## src/sv/mfv_pkg.sv

```systemverilog
// mfv_pkg: shared types and constants for the message frame validator.
// Used by mfv_cfg, mfv_core and message_frame_validator_top; no dependencies.
`default_nettype none
package mfv_pkg;

	localparam int HEADER_BYTES = 16;
	localparam int CNT_W        = 33;
	localparam int CFG_ADDR_W   = 3;
	localparam int CFG_DATA_W   = 32;
	localparam int OUT_TDATA_W  = 96;

	localparam logic [31:0] MAGIC_RESET   = 32'h1234_5678;
	localparam logic [7:0]  VERSION_RESET = 8'd1;

	typedef enum logic [0:0] {
		REG_MAGIC   = 1'b0,
		REG_VERSION = 1'b1
	} reg_idx_t;

	typedef enum logic [2:0] {
		ERR_NONE     = 3'd0,
		ERR_SHORT    = 3'd1,
		ERR_MAGIC    = 3'd2,
		ERR_VERSION  = 3'd3,
		ERR_LENGTH   = 3'd4,
		ERR_CHECKSUM = 3'd5
	} err_t;

	typedef struct packed {
		logic [31:0] magic;
		logic [7:0]  version;
	} cfg_t;

	typedef struct packed {
		logic [31:0] computed_checksum;
		logic [31:0] payload_length;
		logic [15:0] header_flags;
		logic [7:0]  msg_kind;
		err_t        err_code;
		logic        message_ok;
	} result_t;

endpackage
`default_nettype wire

```

## src/sv/mfv_cfg.sv

```systemverilog
// mfv_cfg: APB register file holding the expected magic word and version.
// Depends on mfv_pkg.
`default_nettype none
module mfv_cfg (
	input  wire logic                            clk,
	input  wire logic                            arst_n,
	input  wire logic                            psel,
	input  wire logic                            penable,
	input  wire logic                            pwrite,
	input  wire logic [mfv_pkg::CFG_ADDR_W-1:0]  paddr,
	input  wire logic [mfv_pkg::CFG_DATA_W-1:0]  pwdata,
	output logic      [mfv_pkg::CFG_DATA_W-1:0]  prdata,
	output logic                                 pready,
	output mfv_pkg::cfg_t                        cfg
);
	import mfv_pkg::*;

	cfg_t     cfg_q;
	reg_idx_t idx;
	logic     wr_en;

	assign idx    = reg_idx_t'(paddr[2]);
	assign pready = 1'b1;
	assign wr_en  = psel & penable & pwrite & pready;

	always_ff @(posedge clk or negedge arst_n) begin
		if (!arst_n) begin
			cfg_q.magic   <= MAGIC_RESET;
			cfg_q.version <= VERSION_RESET;
		end else if (wr_en) begin
			unique case (idx)
				REG_MAGIC:   cfg_q.magic   <= pwdata;
				REG_VERSION: cfg_q.version <= pwdata[7:0];
				default:     ;
			endcase
		end
	end

	always_comb begin
		unique case (idx)
			REG_MAGIC:   prdata = cfg_q.magic;
			REG_VERSION: prdata = {24'd0, cfg_q.version};
			default:     prdata = '0;
		endcase
	end

	assign cfg = cfg_q;

endmodule
`default_nettype wire

```

## src/sv/mfv_core.sv

```systemverilog
// mfv_core: input register, header capture, running checksum, verdict and
// result register. Depends on mfv_pkg.
`default_nettype none
module mfv_core (
	input  wire logic            clk,
	input  wire logic            arst_n,
	input  wire mfv_pkg::cfg_t   cfg,
	input  wire logic            in_valid,
	output logic                 in_ready,
	input  wire logic [7:0]      in_byte,
	input  wire logic            in_last,
	output logic                 res_valid,
	input  wire logic            res_ready,
	output mfv_pkg::result_t     res
);
	import mfv_pkg::*;

	logic             valid_s1;
	logic [7:0]       byte_s1;
	logic             last_s1;

	logic [CNT_W-1:0] cnt_q, cnt_n;
	logic [31:0]      magic_q, magic_n;
	logic [7:0]       ver_q, ver_n;
	logic [7:0]       type_q, type_n;
	logic [15:0]      flags_q, flags_n;
	logic [31:0]      len_q, len_n;
	logic [31:0]      rcsum_q, rcsum_n;
	logic [31:0]      csum_q, csum_n;

	logic             in_hdr;
	logic             is_short;
	logic [CNT_W-1:0] total_exp;
	logic             adv;
	err_t             code;
	result_t          res_n;
	result_t          res_q;
	logic             res_valid_q;

	assign adv      = valid_s1 & (~last_s1 | ~res_valid_q | res_ready);
	assign in_ready = ~valid_s1 | adv;

	always_ff @(posedge clk or negedge arst_n) begin
		if (!arst_n) begin
			valid_s1 <= 1'b0;
		end else if (in_ready) begin
			valid_s1 <= in_valid;
		end
	end

	always_ff @(posedge clk) begin
		if (in_ready && in_valid) begin
			byte_s1 <= in_byte;
			last_s1 <= in_last;
		end
	end

	assign in_hdr = (cnt_q[CNT_W-1:4] == '0);

	always_comb begin
		magic_n = magic_q;
		ver_n   = ver_q;
		type_n  = type_q;
		flags_n = flags_q;
		len_n   = len_q;
		rcsum_n = rcsum_q;
		csum_n  = csum_q;
		if (in_hdr) begin
			case (cnt_q[3:0]) inside
				[4'd0:4'd3]:   magic_n = {magic_q[23:0], byte_s1};
				4'd4:          ver_n   = byte_s1;
				4'd5:          type_n  = byte_s1;
				[4'd6:4'd7]:   flags_n = {flags_q[7:0], byte_s1};
				[4'd8:4'd11]:  len_n   = {len_q[23:0], byte_s1};
				default:       rcsum_n = {rcsum_q[23:0], byte_s1};
			endcase
		end else begin
			csum_n = {csum_q[30:0], 1'b0} ^ {24'd0, byte_s1};
		end
		cnt_n = (&cnt_q) ? cnt_q : cnt_q + 1'b1;
	end

	assign is_short  = (cnt_n[CNT_W-1:4] == '0);
	assign total_exp = CNT_W'(HEADER_BYTES) + {1'b0, len_n};

	always_comb begin
		if (is_short) begin
			code = ERR_SHORT;
		end else if (magic_n != cfg.magic) begin
			code = ERR_MAGIC;
		end else if (ver_n != cfg.version) begin
			code = ERR_VERSION;
		end else if (cnt_n != total_exp) begin
			code = ERR_LENGTH;
		end else if (csum_n != rcsum_n) begin
			code = ERR_CHECKSUM;
		end else begin
			code = ERR_NONE;
		end
		res_n.message_ok        = (code == ERR_NONE);
		res_n.err_code          = code;
		res_n.msg_kind          = is_short ? 8'd0  : type_n;
		res_n.header_flags      = is_short ? 16'd0 : flags_n;
		res_n.payload_length    = is_short ? 32'd0 : len_n;
		res_n.computed_checksum = csum_n;
	end

	always_ff @(posedge clk or negedge arst_n) begin
		if (!arst_n) begin
			cnt_q   <= '0;
			magic_q <= '0;
			ver_q   <= '0;
			type_q  <= '0;
			flags_q <= '0;
			len_q   <= '0;
			rcsum_q <= '0;
			csum_q  <= '0;
		end else if (adv) begin
			if (last_s1) begin
				cnt_q   <= '0;
				magic_q <= '0;
				ver_q   <= '0;
				type_q  <= '0;
				flags_q <= '0;
				len_q   <= '0;
				rcsum_q <= '0;
				csum_q  <= '0;
			end else begin
				cnt_q   <= cnt_n;
				magic_q <= magic_n;
				ver_q   <= ver_n;
				type_q  <= type_n;
				flags_q <= flags_n;
				len_q   <= len_n;
				rcsum_q <= rcsum_n;
				csum_q  <= csum_n;
			end
		end
	end

	always_ff @(posedge clk or negedge arst_n) begin
		if (!arst_n) begin
			res_valid_q <= 1'b0;
		end else if (adv && last_s1) begin
			res_valid_q <= 1'b1;
		end else if (res_ready) begin
			res_valid_q <= 1'b0;
		end
	end

	always_ff @(posedge clk) begin
		if (adv && last_s1) begin
			res_q <= res_n;
		end
	end

	assign res_valid = res_valid_q;
	assign res       = res_q;

	a_clear_after_verdict: assert property (@(posedge clk) disable iff (!arst_n)
		adv && last_s1 |=> cnt_q == '0 && csum_q == '0)
		else $error("message state not cleared after verdict");

	a_ok_matches_code: assert property (@(posedge clk) disable iff (!arst_n)
		res_valid_q |-> res_q.message_ok == (res_q.err_code == ERR_NONE))
		else $error("message_ok disagrees with err_code");

	a_short_fields_zero: assert property (@(posedge clk) disable iff (!arst_n)
		res_valid_q && res_q.err_code == ERR_SHORT |->
		res_q.msg_kind == '0 && res_q.header_flags == '0 &&
		res_q.payload_length == '0 && res_q.computed_checksum == '0)
		else $error("short message result carries header fields");

	a_stall_needs_item: assert property (@(posedge clk) disable iff (!arst_n)
		!in_ready |-> valid_s1 && last_s1 && res_valid_q && !res_ready)
		else $error("input stalled without a blocked verdict");

endmodule
`default_nettype wire

```

## src/sv/message_frame_validator_top.sv

```systemverilog
// Byte-stream message frame validator: checks a 16-byte big-endian header
// (magic, version, type, flags, payload length, checksum) and the payload's
// shift-XOR checksum, giving one verdict per message on its last byte.
// Takes one byte per cycle with back-to-back transactions; a verdict passes
// from the input register to the result register and then to the master side.
// The input register and the result register bound the path, so only a verdict
// stalled at the output holds off the input. Error codes: 0 ok, 1 short,
// 2 magic, 3 version, 4 length, 5 checksum, first failing check wins.
// Depends on mfv_pkg, mfv_cfg and mfv_core.
`default_nettype none
module message_frame_validator_top (
	input  wire logic                              clk,
	input  wire logic                              arst_n,
	input  wire logic                              psel,
	input  wire logic                              penable,
	input  wire logic                              pwrite,
	input  wire logic [mfv_pkg::CFG_ADDR_W-1:0]    paddr,
	input  wire logic [mfv_pkg::CFG_DATA_W-1:0]    pwdata,
	output logic      [mfv_pkg::CFG_DATA_W-1:0]    prdata,
	output logic                                   pready,
	input  wire logic                              s_tvalid,
	output logic                                   s_tready,
	// [7:0] data_byte
	input  wire logic [7:0]                        s_tdata,
	input  wire logic                              s_tlast,
	output logic                                   m_tvalid,
	input  wire logic                              m_tready,
	// [0] message_ok, [3:1] err_code, [11:4] msg_kind,
	// [27:12] header_flags, [59:28] payload_length,
	// [91:60] computed_checksum, [95:92] zero
	output logic      [mfv_pkg::OUT_TDATA_W-1:0]   m_tdata
);
	import mfv_pkg::*;

	cfg_t    cfg;
	result_t res;

	mfv_cfg u_cfg (
		.clk     (clk),
		.arst_n  (arst_n),
		.psel    (psel),
		.penable (penable),
		.pwrite  (pwrite),
		.paddr   (paddr),
		.pwdata  (pwdata),
		.prdata  (prdata),
		.pready  (pready),
		.cfg     (cfg)
	);

	mfv_core u_core (
		.clk       (clk),
		.arst_n    (arst_n),
		.cfg       (cfg),
		.in_valid  (s_tvalid),
		.in_ready  (s_tready),
		.in_byte   (s_tdata),
		.in_last   (s_tlast),
		.res_valid (m_tvalid),
		.res_ready (m_tready),
		.res       (res)
	);

	assign m_tdata = {4'd0, res};

endmodule
`default_nettype wire

```

## config.mk

```make
export PLATFORM = sky130hd
export DESIGN_NAME = message_frame_validator_top
export DESIGN_NICKNAME = d
export VERILOG_FILES = /design/src/sv/mfv_pkg.sv /design/src/sv/mfv_cfg.sv /design/src/sv/mfv_core.sv /design/src/sv/message_frame_validator_top.sv
export SDC_FILE = /design/constraint.sdc
export NUM_CORES = 1
export LEC_CHECK = 0
export BUFFER_PORTS_ARGS = -buffer_cell sky130_fd_sc_hd__buf_4
export CORE_ASPECT_RATIO = 0.8
export CORE_MARGIN = 2
export CORE_UTILIZATION = 60
export DETAILED_ROUTE_END_ITERATION = 10
export PLACE_DENSITY = 0.81
export SLEW_MARGIN = 25
export SYNTH_ARGS = -nofsm -noshare
export SYNTH_HDL_FRONTEND = slang
export SYNTH_SLANG_ARGS = --single-unit
```

## constraint.sdc

```tcl
create_clock -name clk -period 4.9 [get_ports clk]
set_clock_uncertainty 0.05 [all_clocks]
set_input_delay 0.98 -clock clk [delete_from_list [all_inputs] [get_ports clk]]
set_output_delay 0.98 -clock clk [all_outputs]
set_load 0.02 [all_outputs]
```

==> out/metrics.yaml, run 1 <==
dieHeight_um: 161.1
viasPerCell: 6.471
cp_max_fo: 7
max_freq_ghz: 0.2138
rows: 57
core_mm2: 0.03038
start_kind: "flop"
die_x_um: 200.4
htree_num_levels: 2
wl_um: 55270
synthTopCellsByArea: "dfrtp_1 30%, edfxtp_1 16%, mux2i_1 5.8%"
nets: 1997
status: "finished clean"
total_leakage_power_uw: 0.009367
drtPass1Iterations: 6
required_ps: 5140
synthAdderAreaFrac_pct: 0.2703
path_clk_slew_ps: 70
ys_seq_area_share_pct: 48.24
synthArstFlopShare_pct: 69.94
synth_top_family_by_area: "simple AND/OR/NAND/NOR gates"
met1Wirelength_um: 24420
yosysTopAreaCellShare_pct: 29.87
drv_slew: 0
final-hold-violation-count: 0
track_usage_pct: 34.10
synth_most_common_cell: "dfrtp_1"
syn_inst: 1795
drive_above_1_share_pct: 20.13
synthMuxAreaShare_pct: 9.002
powerDensity_mw_per_mm2: 320.6
cts_setup_buffers: 0
dp.cells: 2318
synth-simple-area-share_pct: 15.43
synthXorXnorAreaFrac_pct: 8.813
met3_length_um: 5933
setup_viol: 0
ys_warn_count: 0
path_class: "reg2reg"
synth_common_cells: "221 x dfrtp_1, 184 x nand2_1, 133 x o21ai_0"
grt_pass1_vias: 14625
hold_path.class: "in2async"
yosysTopAreaCell: "dfrtp_1"
total_power_uw: 6884
cts_tree: "built"
dominantRegCellSynth: "dfrtp_1"
drtAntennaViolNets: 0
overflow: 0
dr_wl_met2_um: 23620
grt_pass1_wl_um: 85950
start_util_pct: 60.94
ff2ff_setup_slack_ps: 220
synthDistinctLibCells: 82
grt_max_degree: 96
grt_antenna_before_repair: 0
finalNonFillerCells: 2380
worstMarginPinSlew_ps: 843.0
synth_area_mm2: 0.01851
route.detailed.drc: 0
synth-edff-count: 101
gp_congestion: 0.9873
cts_buffers: 35
routed.top_layer: "met4"
period_needed_ps: 4677
cp.arrival_ps: 4910
dp_hpwl_um: 38800
hold_buffers: 0
clock-sinks: 336
synth-seq-cells: 336
cp-end-kind: "flop"
rsz0062_at_grt: "false"
ir_drop_uv: 338.3
area_growth_pct: 15.98
ctsResizeCount: 0
fin_setup_tns_ps: 0
antenna_cells: 0
max_slew_margin_pct: 43.80
synth.avg_cell_area_um2: 10.31
routedWlPerCell_um: 23.22
clock_path_buffers: 3
drtIter0Drc: 1737
min_period_over_period_pct: 95.44
die-area_mm2: 0.03229
portBuffers: 174
vias: 15401
maxCapViolations: 0
io_pins: 182
clockRootBuffer: "clkbuf_16"
insertion_delay_ps: 540
synth_compound_area_share_pct: 14.46
through the flow:
stage               area (um^2)  hold WS, ps  setup slack (ps)  utilization [%]
floorplan                 18530        399.2             482.0                -
global placement          20380        419.9             351.1            67.07
detailed placement        20380        424.4             373.4            67.07
CTS                       21470        421.4             366.5            70.66
global route              21470        439.0             137.7            70.68
finish                    21470        400.9             223.5            70.68
state kept, by name, indices dropped and copies added, names as in the netlist:
name / count
u_core.magic_q: 32
u_core.res: 92
u_core.ver_q: 8
u_core.csum_q: 32
u_core.type_q: 8
u_core.byte_s1: 8
u_core.res_valid: 1
u_core.flags_q: 16
u_core.valid_s1: 1
u_core.len_q: 32
u_core.cnt_q: 33
u_core.rcsum_q: 32
u_cfg.cfg: 40
u_core.last_s1: 1
where the power goes:
group          total (uW)  internal, uW  switching (uW)
combinational        1010           435             571
sequential           3250          3080             172
clock                2630          1490            1130
total                6880          5010            1880
layer usage:
layer	GRT usage (%)	vias to the layer above
li1	-	6806
met5	0	-
met3	8.192	107
met4	9.226	0
met1	52.16	7680
met2	48.55	808
critical path, cell delays in order (launching register included):
cell and delay [ps]:
dfrtp_1 440, or4_1 600, nor2_2 320, and4_4 350, mux2i_1 120, inv_1 120, ha_1 300, o211ai_2 230
buf_4 240, a21oi_1 410, a31oi_1 210, a211o_1 330, nor4_4 220, nand3_1 250, and2_1 220
area by class of cell:
type,count,area (um^2)
clock buffers,50,972.2
multi-input cells,1302,8962
well taps,413,516.7
inverters,24,91.34
fillers,2292,8909
clock inverters,12,117.6
flip-flops and latches,336,8931
repair buffers,243,1882
cells by family (layout without fill, tap and decap cells):
| group | count (synthesis) | after routing |
|---|---|---|
| adder cells (fa/ha/maj) | 4 | 4 |
| other | 2 | 5 |
| AND/OR/NAND/NOR | 562 | 562 |
| buffers and inverters | 160 | 329 |
| multiplexers | 160 | 160 |
| flip-flops | 336 | 336 |
| XOR/XNOR | 183 | 183 |
| AO/OA/AOI/OAI | 388 | 388 |
cells in the final DEF (no fill, tap or decap), types with 5 or more instances in the layout:
cell type and count:
a211oi_1 8, a21oi_1 32, a22o_1 103, a22oi_1 27, a31oi_1 13, and2_1 10
and3_1 12, and4_1 10, buf_4 238, clkbuf_1 11, clkbuf_16 35, clkinv_2 8
conb_1 5, dfrtp_1 221, dfstp_2 14, edfxtp_1 101, inv_1 23, mux2_2 51
mux2i_1 108, nand2_1 183, nand2b_1 10, nand3_1 38, nand4_1 39, nor2_1 126
nor2b_1 30, nor3_1 26, nor4_1 25, o2111ai_1 6, o211ai_1 10, o21ai_0 133
o22ai_1 9, o31ai_1 9, or3_1 9, or4_1 9, xnor2_1 94, xor2_1 87
worst paths after layout:
check / startpoint / endpoint / depth (start not counted)
setup / recovery: u_core.cnt_q[22]$_DFFE_PN0P_ / u_core.res[3]$_DFFE_PP_ / 14
hold / removal: arst_n / u_core.csum_q[19]$_DFFE_PN0P_ / 1
setup reg to reg: u_core.cnt_q[22]$_DFFE_PN0P_ / u_core.res[3]$_DFFE_PP_ / 14
hold reg to reg: u_core.ver_q[3]$_DFFE_PN0P_ / u_core.ver_q[3]$_DFFE_PN0P_ / 2
max in group asynchronous: arst_n / u_cfg.cfg[17]$_DFFE_PN1P_ / 2
min in group clk: u_core.ver_q[3]$_DFFE_PN0P_ / u_core.ver_q[3]$_DFFE_PN0P_ / 2
Note: power is estimated with default switching activity, not from simulation.
==> run 2: changes to the inputs <==
--- a/config.mk
+++ b/config.mk
@@ -9,9 +9,10 @@
 export CORE_ASPECT_RATIO = 0.8
 export CORE_MARGIN = 2
 export CORE_UTILIZATION = 60
+export CTS_CLUSTER_DIAMETER = 40
 export DETAILED_ROUTE_END_ITERATION = 10
 export PLACE_DENSITY = 0.81
-export SLEW_MARGIN = 25
+export SLEW_MARGIN = 0
 export SYNTH_ARGS = -nofsm -noshare
 export SYNTH_HDL_FRONTEND = slang
 export SYNTH_SLANG_ARGS = --single-unit
==> constraint.sdc (replaced) <==
create_clock -name clk -period 4.4 [get_ports clk]
set_clock_uncertainty 0.05 [all_clocks]
set_input_delay 0.88 -clock clk [delete_from_list [all_inputs] [get_ports clk]]
set_output_delay 0.88 -clock clk [all_outputs]
set_load 0.02 [all_outputs]
==> out/metrics.yaml, run 2 (synthesis results as in run 1) <==
status: "finished clean"
dp.cells: 2383
max_slew_margin_pct: 32.19
r2r-start: "u_core.cnt_q[21]$_DFFE_PN0P_"
worst-path-buf-inv: 2
total_power_uw: 8234
grt_pass1_vias: 15009
cpPeakStageDelay_ps: 600
met3_length_um: 6190
grt_max_degree: 123
clock-sinks: 336
ff2ff_setup_slack_ps: 110
track_usage_pct: 34.41
nets: 2069
total_leakage_power_uw: 0.009896
r2r_cells: 12
layout.cells.most_common_list: "296 x buf_4, 221 x dfrtp_1, 183 x nand2_1"
drv_slew: 0
period_needed_ps: 4290
drtIter0Drc: 1866
crit_chain: "or4_1 -> nor2_2 -> and4_4 -> buf_4 -> buf_4 -> mux2i_1 -> xor3_1 -> a22o_1 -> o2111ai_1 -> nor4_4 -> nand3_2 -> and2_1"
hold_buffers: 0
drtPass1Iterations: 5
cp_top_family: "simple AND/OR/NAND/NOR gates"
portBuffers: 174
wl_um: 55550
antenna_cells: 0
cp_max_fo: 10
dr_wl_met2_um: 23550
final-hold-violation-count: 0
maxCapViolations: 0
drive_above_1_share_pct: 24.19
fin_util_pct: 73.89
viasPerCell: 6.299
start_kind: "flop"
powerDensity_mw_per_mm2: 366.8
final_common_cell: "buf_4"
start_util_pct: 60.94
cp.arrival_ps: 4540
finalNonFillerCells: 2459
worstMarginPinSlew_ps: 1017
cp-end-kind: "flop"
crit_top_cell: "buf_4"
grt_antenna_before_repair: 0
insertion_delay_ps: 560
slowest_stage: "or4_1"
io_pins: 182
setup_viol: 0
setup_ws_ps: 109.6
cts_buffers: 41
overflow: 0
routedWlPerCell_um: 22.59
cts_tree: "built"
htree_num_levels: 2
area_growth_pct: 21.26
dp_hpwl_um: 39590
clockRootBuffer: "clkbuf_16"
largest_reg_flops: 92
die-area_mm2: 0.03229
hold_path.class: "in2async"
ir_drop_uv: 391.4
cp_num_cells: 12
dieHeight_um: 161.1
die_x_um: 200.4
rows: 57
route.detailed.drc: 0
met1Wirelength_um: 24830
required_ps: 4650
gp_congestion: 0.9685
min_period_over_period_pct: 97.51
vias: 15489
r2r_end: "u_core.res[3]$_DFFE_PP_"
grt_pass1_wl_um: 87070
routed.top_layer: "met4"
drtAntennaViolNets: 0
path_class: "reg2reg"
path_clk_slew_ps: 60
core_mm2: 0.03038
max_freq_ghz: 0.2331
nFillCells: 2104
clock_path_buffers: 3
place_ws_ps: 98.44
## run 2: cell count changes in the layout (fill, tap and decap cells not counted), sizes merged
cell      before  now
clkinv         8   10
bufinv         2    1
clkbuf        50   52
clkinvlp       1    5
buf          243  309
inv           25   31
## run 2: per-layer routing
layer  global-route usage [%]  vias up
li1                         -     6964
met1                    53.09     7657
met2                    49.16      781
met3                    8.253       87
met4                    7.879        0
met5                        0        -
## run 2: power breakdown
| group | internal, uW | switching, uW |
|---|---|---|
| combinational | 511 | 642 |
| clock | 2040 | 1430 |
| sequential | 3430 | 189 |
| total | 5980 | 2260 |
## run 2: cell type report
class / instances / area [um^2] / area share [%]
clock buffers: 52 / 1202 / 5.356
clock inverters: 23 / 217.7 / 0.9697
inverters: 24 / 91.34 / 0.4068
multi-input cells: 1302 / 9031 / 40.23
flip-flops and latches: 336 / 8931 / 39.78
well taps: 413 / 516.7 / 2.302
repair buffers: 309 / 2460 / 10.96
## run 2: worst max-delay path by stage
| stage | startpoint | endpoint | slack, ps |
|---|---|---|---|
| floorplan | u_core.cnt_q[25]$_DFFE_PN0P_ | u_core.res[3]$_DFFE_PP_ | 8 |
| global placement | u_core.cnt_q[15]$_DFFE_PN0P_ | u_core.res[3]$_DFFE_PP_ | 90 |
| detailed placement | u_core.cnt_q[15]$_DFFE_PN0P_ | u_core.res[3]$_DFFE_PP_ | 100 |
| CTS | u_core.cnt_q[15]$_DFFE_PN0P_ | u_core.res[3]$_DFFE_PP_ | 70 |
| global route | u_core.cnt_q[25]$_DFFE_PN0P_ | u_core.res[3]$_DFFE_PP_ | -5 |
| finish | u_core.cnt_q[21]$_DFFE_PN0P_ | u_core.res[3]$_DFFE_PP_ | 110 |
## run 2: stage by stage
| stage | setup TNS, ps | hold slack [ps] | instance area (um^2) |
|---|---|---|---|
| floorplan | 0 | 399.2 | 18540 |
| global placement | 0 | 419.0 | 20950 |
| detailed placement | 0 | 424.8 | 20950 |
| CTS | 0 | 405.0 | 22370 |
| global route | -4.929 | 449.1 | 22450 |
| finish | 0 | 317.3 | 22450 |
## run 2: timing repair
item / CTS / global route
hold endpoints to repair: 0 / 0
endpoints found under the setup margin: 0 / 10
gates resized for setup: 0 / 16
setup buffers: 0 / 1
